### src/rtl/core/lzwh_pkg.sv
// Shared types and constants of the hashed 12-bit LZW compressor.
// Used by the controller, the datapath and the top level.
`default_nettype none

package lzwh_pkg;

  // Code table geometry and block limits.
  localparam int TABLE_DEPTH = 4096;
  localparam int SLOT_W = 12;
  localparam logic [SLOT_W-1:0] PROBE_STEP = 12'd101;
  localparam logic [SLOT_W-1:0] INSERT_LIMIT = 12'd3840;
  localparam logic [17:0] KEY_SET_BIT = 18'h00800;
  localparam logic [17:0] ROOT_PRED_KEY = 18'h0FFFF;
  localparam logic [23:0] CAPACITY_RESET = 24'hFFFFFF;

  // One code table entry. A root entry has pred_root set in place of the all-ones predecessor.
  typedef struct packed {
    logic              used;
    logic [SLOT_W-1:0] link;
    logic              pred_root;
    logic [SLOT_W-1:0] pred;
    logic [7:0]        follow;
  } entry_t;

  // Output beat selection.
  typedef logic [2:0] emit_t;
  localparam emit_t EMIT_NONE = 3'd0;
  localparam emit_t EMIT_HI   = 3'd1;
  localparam emit_t EMIT_MID  = 3'd2;
  localparam emit_t EMIT_LO   = 3'd3;
  localparam emit_t EMIT_PAD  = 3'd4;
  localparam emit_t EMIT_ERR  = 3'd5;

  // Commands from the controller to the datapath.
  typedef struct packed {
    logic  accept;
    logic  first;
    logic  set_root;
    logic  prime_q;
    logic  hash;
    logic  slot_home;
    logic  slot_link;
    logic  tail_mark;
    logic  slot_inc;
    logic  clr_wr;
    logic  wr_new;
    logic  wr_tail;
    logic  cur_slot;
    logic  cur_zero;
    logic  rcnt_inc;
    logic  ins_dec;
    logic  init;
    emit_t emit;
    logic  emit_last;
  } cmd_t;

  // Status from the datapath to the controller.
  typedef struct packed {
    logic match;
    logic used;
    logic link_zero;
    logic phase;
    logic cap0;
    logic cap1;
    logic ins_nz;
    logic clr_last;
    logic rcnt_last;
    logic out_free;
  } stat_t;

endpackage

`default_nettype wire

### src/rtl/core/lzwh_ctrl.sv
// Controller state machine of the LZW compressor: table preparation, lookups,
// inserts and code packing. Depends on lzwh_pkg.
`default_nettype none

module lzwh_ctrl
  import lzwh_pkg::*;
(
  input  wire logic  clk,
  input  wire logic  rst,
  input  wire logic  in_valid,
  input  wire logic  in_last,
  output logic       in_stall,
  input  wire stat_t st,
  output cmd_t       cmd
);

  localparam logic [4:0] S_CLR  = 5'd0;
  localparam logic [4:0] S_RQ   = 5'd1;
  localparam logic [4:0] I_H    = 5'd2;
  localparam logic [4:0] I_S    = 5'd3;
  localparam logic [4:0] I_R    = 5'd4;
  localparam logic [4:0] I_C    = 5'd5;
  localparam logic [4:0] I_TR   = 5'd6;
  localparam logic [4:0] I_TC   = 5'd7;
  localparam logic [4:0] I_PR   = 5'd8;
  localparam logic [4:0] I_PC   = 5'd9;
  localparam logic [4:0] I_WT   = 5'd10;
  localparam logic [4:0] S_INIT = 5'd11;
  localparam logic [4:0] S_IDLE = 5'd12;
  localparam logic [4:0] L_H    = 5'd13;
  localparam logic [4:0] L_S    = 5'd14;
  localparam logic [4:0] L_R    = 5'd15;
  localparam logic [4:0] L_C    = 5'd16;
  localparam logic [4:0] S_LAST = 5'd17;
  localparam logic [4:0] S_INS  = 5'd18;
  localparam logic [4:0] S_RLK  = 5'd19;
  localparam logic [4:0] P_CHK  = 5'd20;
  localparam logic [4:0] P_E0   = 5'd21;
  localparam logic [4:0] P_E1   = 5'd22;
  localparam logic [4:0] P_E2   = 5'd23;
  localparam logic [4:0] S_PAD  = 5'd24;
  localparam logic [4:0] P_EP   = 5'd25;
  localparam logic [4:0] S_FAIL = 5'd26;

  // Lookup return contexts.
  localparam logic [1:0] LK_FIRST = 2'd0;
  localparam logic [1:0] LK_CUR   = 2'd1;
  localparam logic [1:0] LK_ROOT  = 2'd2;

  // Insert and put return contexts.
  localparam logic CTX_MAIN = 1'b0;
  localparam logic CTX_SIDE = 1'b1;

  logic [4:0] state, state_next;
  logic       active, active_next;
  logic       err_seen, err_seen_next;
  logic       last_r, last_r_next;
  logic [1:0] lctx, lctx_next;
  logic       ictx, ictx_next;
  logic       pctx, pctx_next;
  logic [4:0] ins_ret;

  assign in_stall = (state != S_IDLE);

  always_ff @(posedge clk) begin
    if (rst) begin
      state <= S_CLR;
      active <= 1'b0;
      err_seen <= 1'b0;
      last_r <= 1'b0;
      lctx <= LK_FIRST;
      ictx <= CTX_MAIN;
      pctx <= CTX_MAIN;
    end else begin
      state <= state_next;
      active <= active_next;
      err_seen <= err_seen_next;
      last_r <= last_r_next;
      lctx <= lctx_next;
      ictx <= ictx_next;
      pctx <= pctx_next;
    end
  end

  // Where an insert continues: the next root while priming (initialisation after the last root), else the root lookup.
  always_comb begin
    if (ictx == CTX_SIDE) begin
      ins_ret = st.rcnt_last ? S_INIT : S_RQ;
    end else begin
      ins_ret = S_RLK;
    end
  end

  // Sequencer.
  always_comb begin
    state_next = state;
    active_next = active;
    err_seen_next = err_seen;
    last_r_next = last_r;
    lctx_next = lctx;
    ictx_next = ictx;
    pctx_next = pctx;
    cmd = '0;
    cmd.emit = EMIT_NONE;
    unique case (state)
      S_CLR: begin
        cmd.clr_wr = 1'b1;
        if (st.clr_last) begin
          state_next = S_RQ;
        end
      end
      S_RQ: begin
        cmd.prime_q = 1'b1;
        ictx_next = CTX_SIDE;
        state_next = I_H;
      end
      I_H: begin
        cmd.hash = 1'b1;
        state_next = I_S;
      end
      I_S: begin
        cmd.slot_home = 1'b1;
        state_next = I_R;
      end
      I_R: state_next = I_C;
      I_C: begin
        if (!st.used) begin
          cmd.wr_new = 1'b1;
          cmd.rcnt_inc = (ictx == CTX_SIDE);
          state_next = ins_ret;
        end else if (st.link_zero) begin
          cmd.tail_mark = 1'b1;
          state_next = I_PR;
        end else begin
          cmd.slot_link = 1'b1;
          state_next = I_TR;
        end
      end
      I_TR: state_next = I_TC;
      I_TC: begin
        if (st.link_zero) begin
          cmd.tail_mark = 1'b1;
          state_next = I_PR;
        end else begin
          cmd.slot_link = 1'b1;
          state_next = I_TR;
        end
      end
      I_PR: state_next = I_PC;
      I_PC: begin
        if (st.used) begin
          cmd.slot_inc = 1'b1;
          state_next = I_PR;
        end else begin
          cmd.wr_new = 1'b1;
          state_next = I_WT;
        end
      end
      I_WT: begin
        cmd.wr_tail = 1'b1;
        cmd.rcnt_inc = (ictx == CTX_SIDE);
        state_next = ins_ret;
      end
      S_INIT: begin
        cmd.init = 1'b1;
        state_next = S_IDLE;
      end
      S_IDLE: begin
        // Beats after an overflow are dropped up to the end of the block.
        if (in_valid) begin
          if (err_seen) begin
            if (in_last) begin
              err_seen_next = 1'b0;
            end
          end else begin
            cmd.accept = 1'b1;
            cmd.first = !active;
            last_r_next = in_last;
            lctx_next = active ? LK_CUR : LK_FIRST;
            active_next = 1'b1;
            state_next = L_H;
          end
        end
      end
      L_H: begin
        cmd.hash = 1'b1;
        state_next = L_S;
      end
      L_S: begin
        cmd.slot_home = 1'b1;
        state_next = L_R;
      end
      L_R: state_next = L_C;
      L_C: begin
        if (st.match) begin
          cmd.cur_slot = 1'b1;
          state_next = S_LAST;
        end else if (st.link_zero) begin
          if (lctx == LK_CUR) begin
            pctx_next = CTX_MAIN;
            state_next = P_CHK;
          end else begin
            cmd.cur_zero = 1'b1;
            state_next = S_LAST;
          end
        end else begin
          cmd.slot_link = 1'b1;
          state_next = L_R;
        end
      end
      S_LAST: begin
        if (!last_r) begin
          state_next = S_IDLE;
        end else begin
          pctx_next = CTX_SIDE;
          state_next = P_CHK;
        end
      end
      S_INS: begin
        if (st.ins_nz) begin
          cmd.ins_dec = 1'b1;
          ictx_next = CTX_MAIN;
          state_next = I_H;
        end else begin
          state_next = S_RLK;
        end
      end
      S_RLK: begin
        cmd.set_root = 1'b1;
        lctx_next = LK_ROOT;
        state_next = L_H;
      end
      P_CHK: begin
        if (st.phase) begin
          state_next = st.cap0 ? S_FAIL : P_E0;
        end else begin
          state_next = st.cap1 ? S_FAIL : P_E1;
        end
      end
      P_E0: begin
        if (st.out_free) begin
          cmd.emit = EMIT_HI;
          state_next = (pctx == CTX_MAIN) ? S_INS : S_PAD;
        end
      end
      P_E1: begin
        if (st.out_free) begin
          cmd.emit = EMIT_MID;
          state_next = P_E2;
        end
      end
      P_E2: begin
        if (st.out_free) begin
          cmd.emit = EMIT_LO;
          cmd.emit_last = (pctx == CTX_SIDE);
          if (pctx == CTX_MAIN) begin
            state_next = S_INS;
          end else begin
            active_next = 1'b0;
            state_next = S_CLR;
          end
        end
      end
      S_PAD: begin
        state_next = st.cap0 ? S_FAIL : P_EP;
      end
      P_EP: begin
        if (st.out_free) begin
          cmd.emit = EMIT_PAD;
          active_next = 1'b0;
          state_next = S_CLR;
        end
      end
      S_FAIL: begin
        if (st.out_free) begin
          cmd.emit = EMIT_ERR;
          active_next = 1'b0;
          err_seen_next = !last_r;
          state_next = S_CLR;
        end
      end
      default: state_next = S_CLR;
    endcase
  end

endmodule

`default_nettype wire
### config.mk
export PLATFORM = sky130hd
export DESIGN_NAME = lzwh_ctrl
export DESIGN_NICKNAME = d
export VERILOG_FILES = /design/src/rtl/core/lzwh_pkg.sv /design/src/rtl/core/lzwh_ctrl.sv
export SDC_FILE = /design/constraint.sdc
export NUM_CORES = 1
export LEC_CHECK = 0
export BUFFER_PORTS_ARGS = -buffer_cell sky130_fd_sc_hd__buf_4
export CORE_MARGIN = 2
export CORE_UTILIZATION = 50
export DETAILED_ROUTE_END_ITERATION = 7
export GPL_TIMING_DRIVEN = 0
export PLACE_DENSITY_LB_ADDON = 0.1
export SLEW_MARGIN = 0
export SYNTH_ARGS = -nofsm -noshare
export SYNTH_HDL_FRONTEND = slang
export SYNTH_SLANG_ARGS = --single-unit
export TNS_END_PERCENT = 30
### constraint.sdc
create_clock -name clk -period 2.5 [get_ports clk]
set_clock_uncertainty 0.15 [all_clocks]
set_input_delay 0.5 -clock clk [delete_from_list [all_inputs] [get_ports clk]]
set_output_delay 0.5 -clock clk [all_outputs]
set_load 0.03 [all_outputs]
==> run summary <==
The area overhead of the layout relative to synthesis is 28.8%. The mapped cell area was 1340 sq um. In this run, post-CTS hold repair placed 0 buffers. The total number of placement rows is 18, and the mean cell area of the mapped netlist is 6.86 sq um. The data arrival time of the critical path was 1.83 ns. The die is 55.7 um wide. The synthesized netlist contains 54 unique library cells. After clock tree synthesis, the clock-pin slew on the worst setup and hold paths is 0.07 ns.

The routability congestion estimate was 1.01. The maximum level of the CTS H-tree was 1. In the synthesized netlist the dominant register cell turns out to be dfxtp_1. The count of nets left with antenna violations once routing finished came out at 0. The cell type contributing the most total cell area after synthesis is dfxtp_1.

For the worst-skew pair, the clock arrives at the later sink with an insertion delay of 0.28 ns. Switching power of the nets: 0.000622 W. The area used by sequential logic in the layout is 241 sq um, and the share of the synthesized area in the top cell type is 0.180. The number of synthesized flops with an enable pin is 0.

The part of the total power dissipated in the clock network was 0.099. The sequential share of power came out at 0.205. Using the TritonRoute via totals, the vias-per-cell ratio works out to 6.55.

The number of antenna violations at the first check in global routing is 0, and the period utilization is 0.992. For the final count of hold timing violations, the log shows 0. The starting utilization of the core area was 0.535; the proportion of register bits with asynchronous set or reset after synthesis was 0. Counting tap cells, the placed design contains a total of 259 instances.

Along the worst path, the maximum fanout reaches 10. TritonCTS built the clock tree. The share of total power consumed by net switching is 0.523, and the overall global routing resource usage is 0.302. The leading cell type by number of instances after synthesis was nor2_1. By count the netlist is led by nor2_1, nand2_1, nor2b_1. The run gives 5 as the detailed-routing iteration count for the pre-antenna-repair pass.

The floorplan step set the die height to 55.7 um. The total power per unit cell area works out to 690 nW/um^2. The tools report the headroom to the max-slew limit as 0.661. The wire-length estimate of the detail-placed layout is 3420 um. The synthesized net count was 209. In this run the most critical hold path is launched from lctx[1]. The design draws 0.00119 W.

The detailed router placed 1728 vias in this run. The combinational group share of total power was 0.696. The leakage power total is 0.691 nW. The design internal power came out at 0.000567 W.

In this run the critical register-to-register path is launched from state[0]. For the post-layout instance count excluding filler cells, the log shows 264. The most used routing layer is met2. The filler cells instantiated in the layout total 226.

The final global-route overflow total is 0. The logs give 0 for the max capacitance violation total and 1545 for the number of global-route vias before repair. Static timing analysis puts the maximum clock frequency at 403 MHz. The number of clock sinks seen by CTS is 12. The die covers 3100 sq um. In this run, the number of DRC markers left after iteration 0 of detailed routing was 141.

The number of diodes added for antenna fixing was 0. Endpoint class of the critical path: a primary output. The multi-input combinational cells in the finished layout cover a total of 1000 sq um. Mean routed wirelength per cell: 17.8 um. The fraction of final layout cells sized beyond drive strength 1 is 0.278, and the number of port buffers is 34. The share of the yosys chip area belonging to registers is 0.180. At the worst endpoint, the required time is 1.85 ns.

The most critical setup path has its startpoint at state[0]. Entering global routing, the biggest net connects 11 pins. The net count of the finished layout is 250.

The tools report the startpoint kind of the worst setup timing path as a register. The flow ran to the end, and the final reports show no timing, DRC or antenna violations. In this run, CTS created clock tree buffers numbering 3. The tools report the cell count after synthesis as 195. The final layout contains routed wiring with a total length of 4710 um.

The met3 routing resource usage after global routing is 0.0744, and the I/O pin total is 36. The min-delay analysis places its worst path in the category register to register. Yosys warning count: 0. The synthesized design contains 12 register bits. For the count of endpoints failing setup in the final report, the log shows 0.

The met2 global-route usage is 0.476, and the slew at the pin closest to its max-slew limit is 0.509 ns. The core area was 2500 sq um; the global-route wire length before repair was 7540 um. Across the VDD grid, the largest voltage drop is 0.000570 V. By area the synthesized netlist is led by dfxtp_1, nor2b_1, nor2_1.

Class of the most critical setup path: register to primary output. The global routing usage on met1 is 0.386, and the number of buffers between clock root and the deepest sink is 2. The final-report max-slew violation count is 0, and the time the final worst path needs with I/O delays and setup is 2.48 ns.

The tools report the number of remaining DRC errors as 0. The tree is rooted in a clkbuf_4.
## state kept, by name (all words and copies together), names as in the netlist
signal and cells:
active 1, err_seen 1, ictx 1, last_r 1, lctx 2, pctx 1, state 5
## cell usage in the layout (no fill, tap or decap), types with 7 or more instances in the layout
master,count
buf_4,40
nor2_1,18
nor3_1,7
o21ai_0,9
inv_1,10
nand2_1,15
nand2b_1,10
a21oi_1,12
dfxtp_1,11
nor2b_1,12
## layout make-up
| type | count | area share |
|---|---|---|
| repair buffers | 36 | 0.157 |
| multi-input cells | 157 | 0.583 |
| inverters | 10 | 0.0218 |
| clock buffers | 3 | 0.0131 |
| flip-flops and latches | 12 | 0.140 |
| well taps | 30 | 0.0218 |
| plain buffers | 16 | 0.0632 |
## cells by family (layout without fill, tap and decap cells)
| logic type | Yosys count | after routing | synth area share |
|---|---|---|---|
| multiplexers | 2 | 2 | 0.0159 |
| AND/OR/NAND/NOR | 97 | 97 | 0.408 |
| AO/OA/AOI/OAI | 57 | 57 | 0.298 |
| buffers and inverters | 26 | 65 | 0.0917 |
| XOR/XNOR | 1 | 1 | 0.00655 |
| flip-flops | 12 | 12 | 0.180 |
## routing by layer
layer	vias to the layer above	routed length [um]	part of all wire
met1	757	1750	0.37
li1	803	-	-
met3	26	611	0.13
met2	142	2140	0.45
met4	0	204	0.043
met5	-	0	0
## per-stage QoR
stage | hold slack (ns) | worst slack, ns | utilization | cell area [sq um] | setup TNS (ns)
global placement | 0.313 | 0.234 | 0.655 | 1640 | 0
detailed placement | 0.320 | 0.173 | 0.655 | 1640 | 0
finish | 0.329 | 0.0209 | 0.689 | 1720 | 0
floorplan | 0.295 | 0.000259 | - | 1340 | 0
global route | 0.364 | -0.00444 | 0.689 | 1720 | -0.0101
CTS | 0.335 | 0.00335 | 0.666 | 1670 | 0
## worst paths after layout
kind                            cells after the start        to  slack [ns]
worst max-delay path                                5    cmd[0]        0.02
worst min-delay path                                2   lctx[1]        0.33
worst max register to register                      6  state[1]        0.36
worst min register to register                      2   lctx[1]        0.33
## critical path: stages, from the launching register on
cell      delay (ns)
dfxtp_1         0.38
clkbuf_4        0.23
nand2b_1        0.24
or3_1           0.44
nor2_1          0.10
buf_4           0.16
## timing repair
action / CTS / global route
endpoints found under the setup margin: 5 / 11
pin swaps: 0 / 2
hold endpoints to repair: 0 / 0
gates resized for setup: 2 / 20
buffers inserted: 0 / 2
## power by group through the flow
stage / clock (W) / combinational, W / sequential, W
floorplan: 0 / 0.000540 / 0.000241
global placement: 0 / 0.000748 / 0.000247
detailed placement: 0 / 0.000756 / 0.000247
CTS: 0.000116 / 0.000762 / 0.000242
global route: 0.000125 / 0.000891 / 0.000247
finish: 0.000118 / 0.000827 / 0.000244
Note: power is estimated with default switching activity, not from simulation.
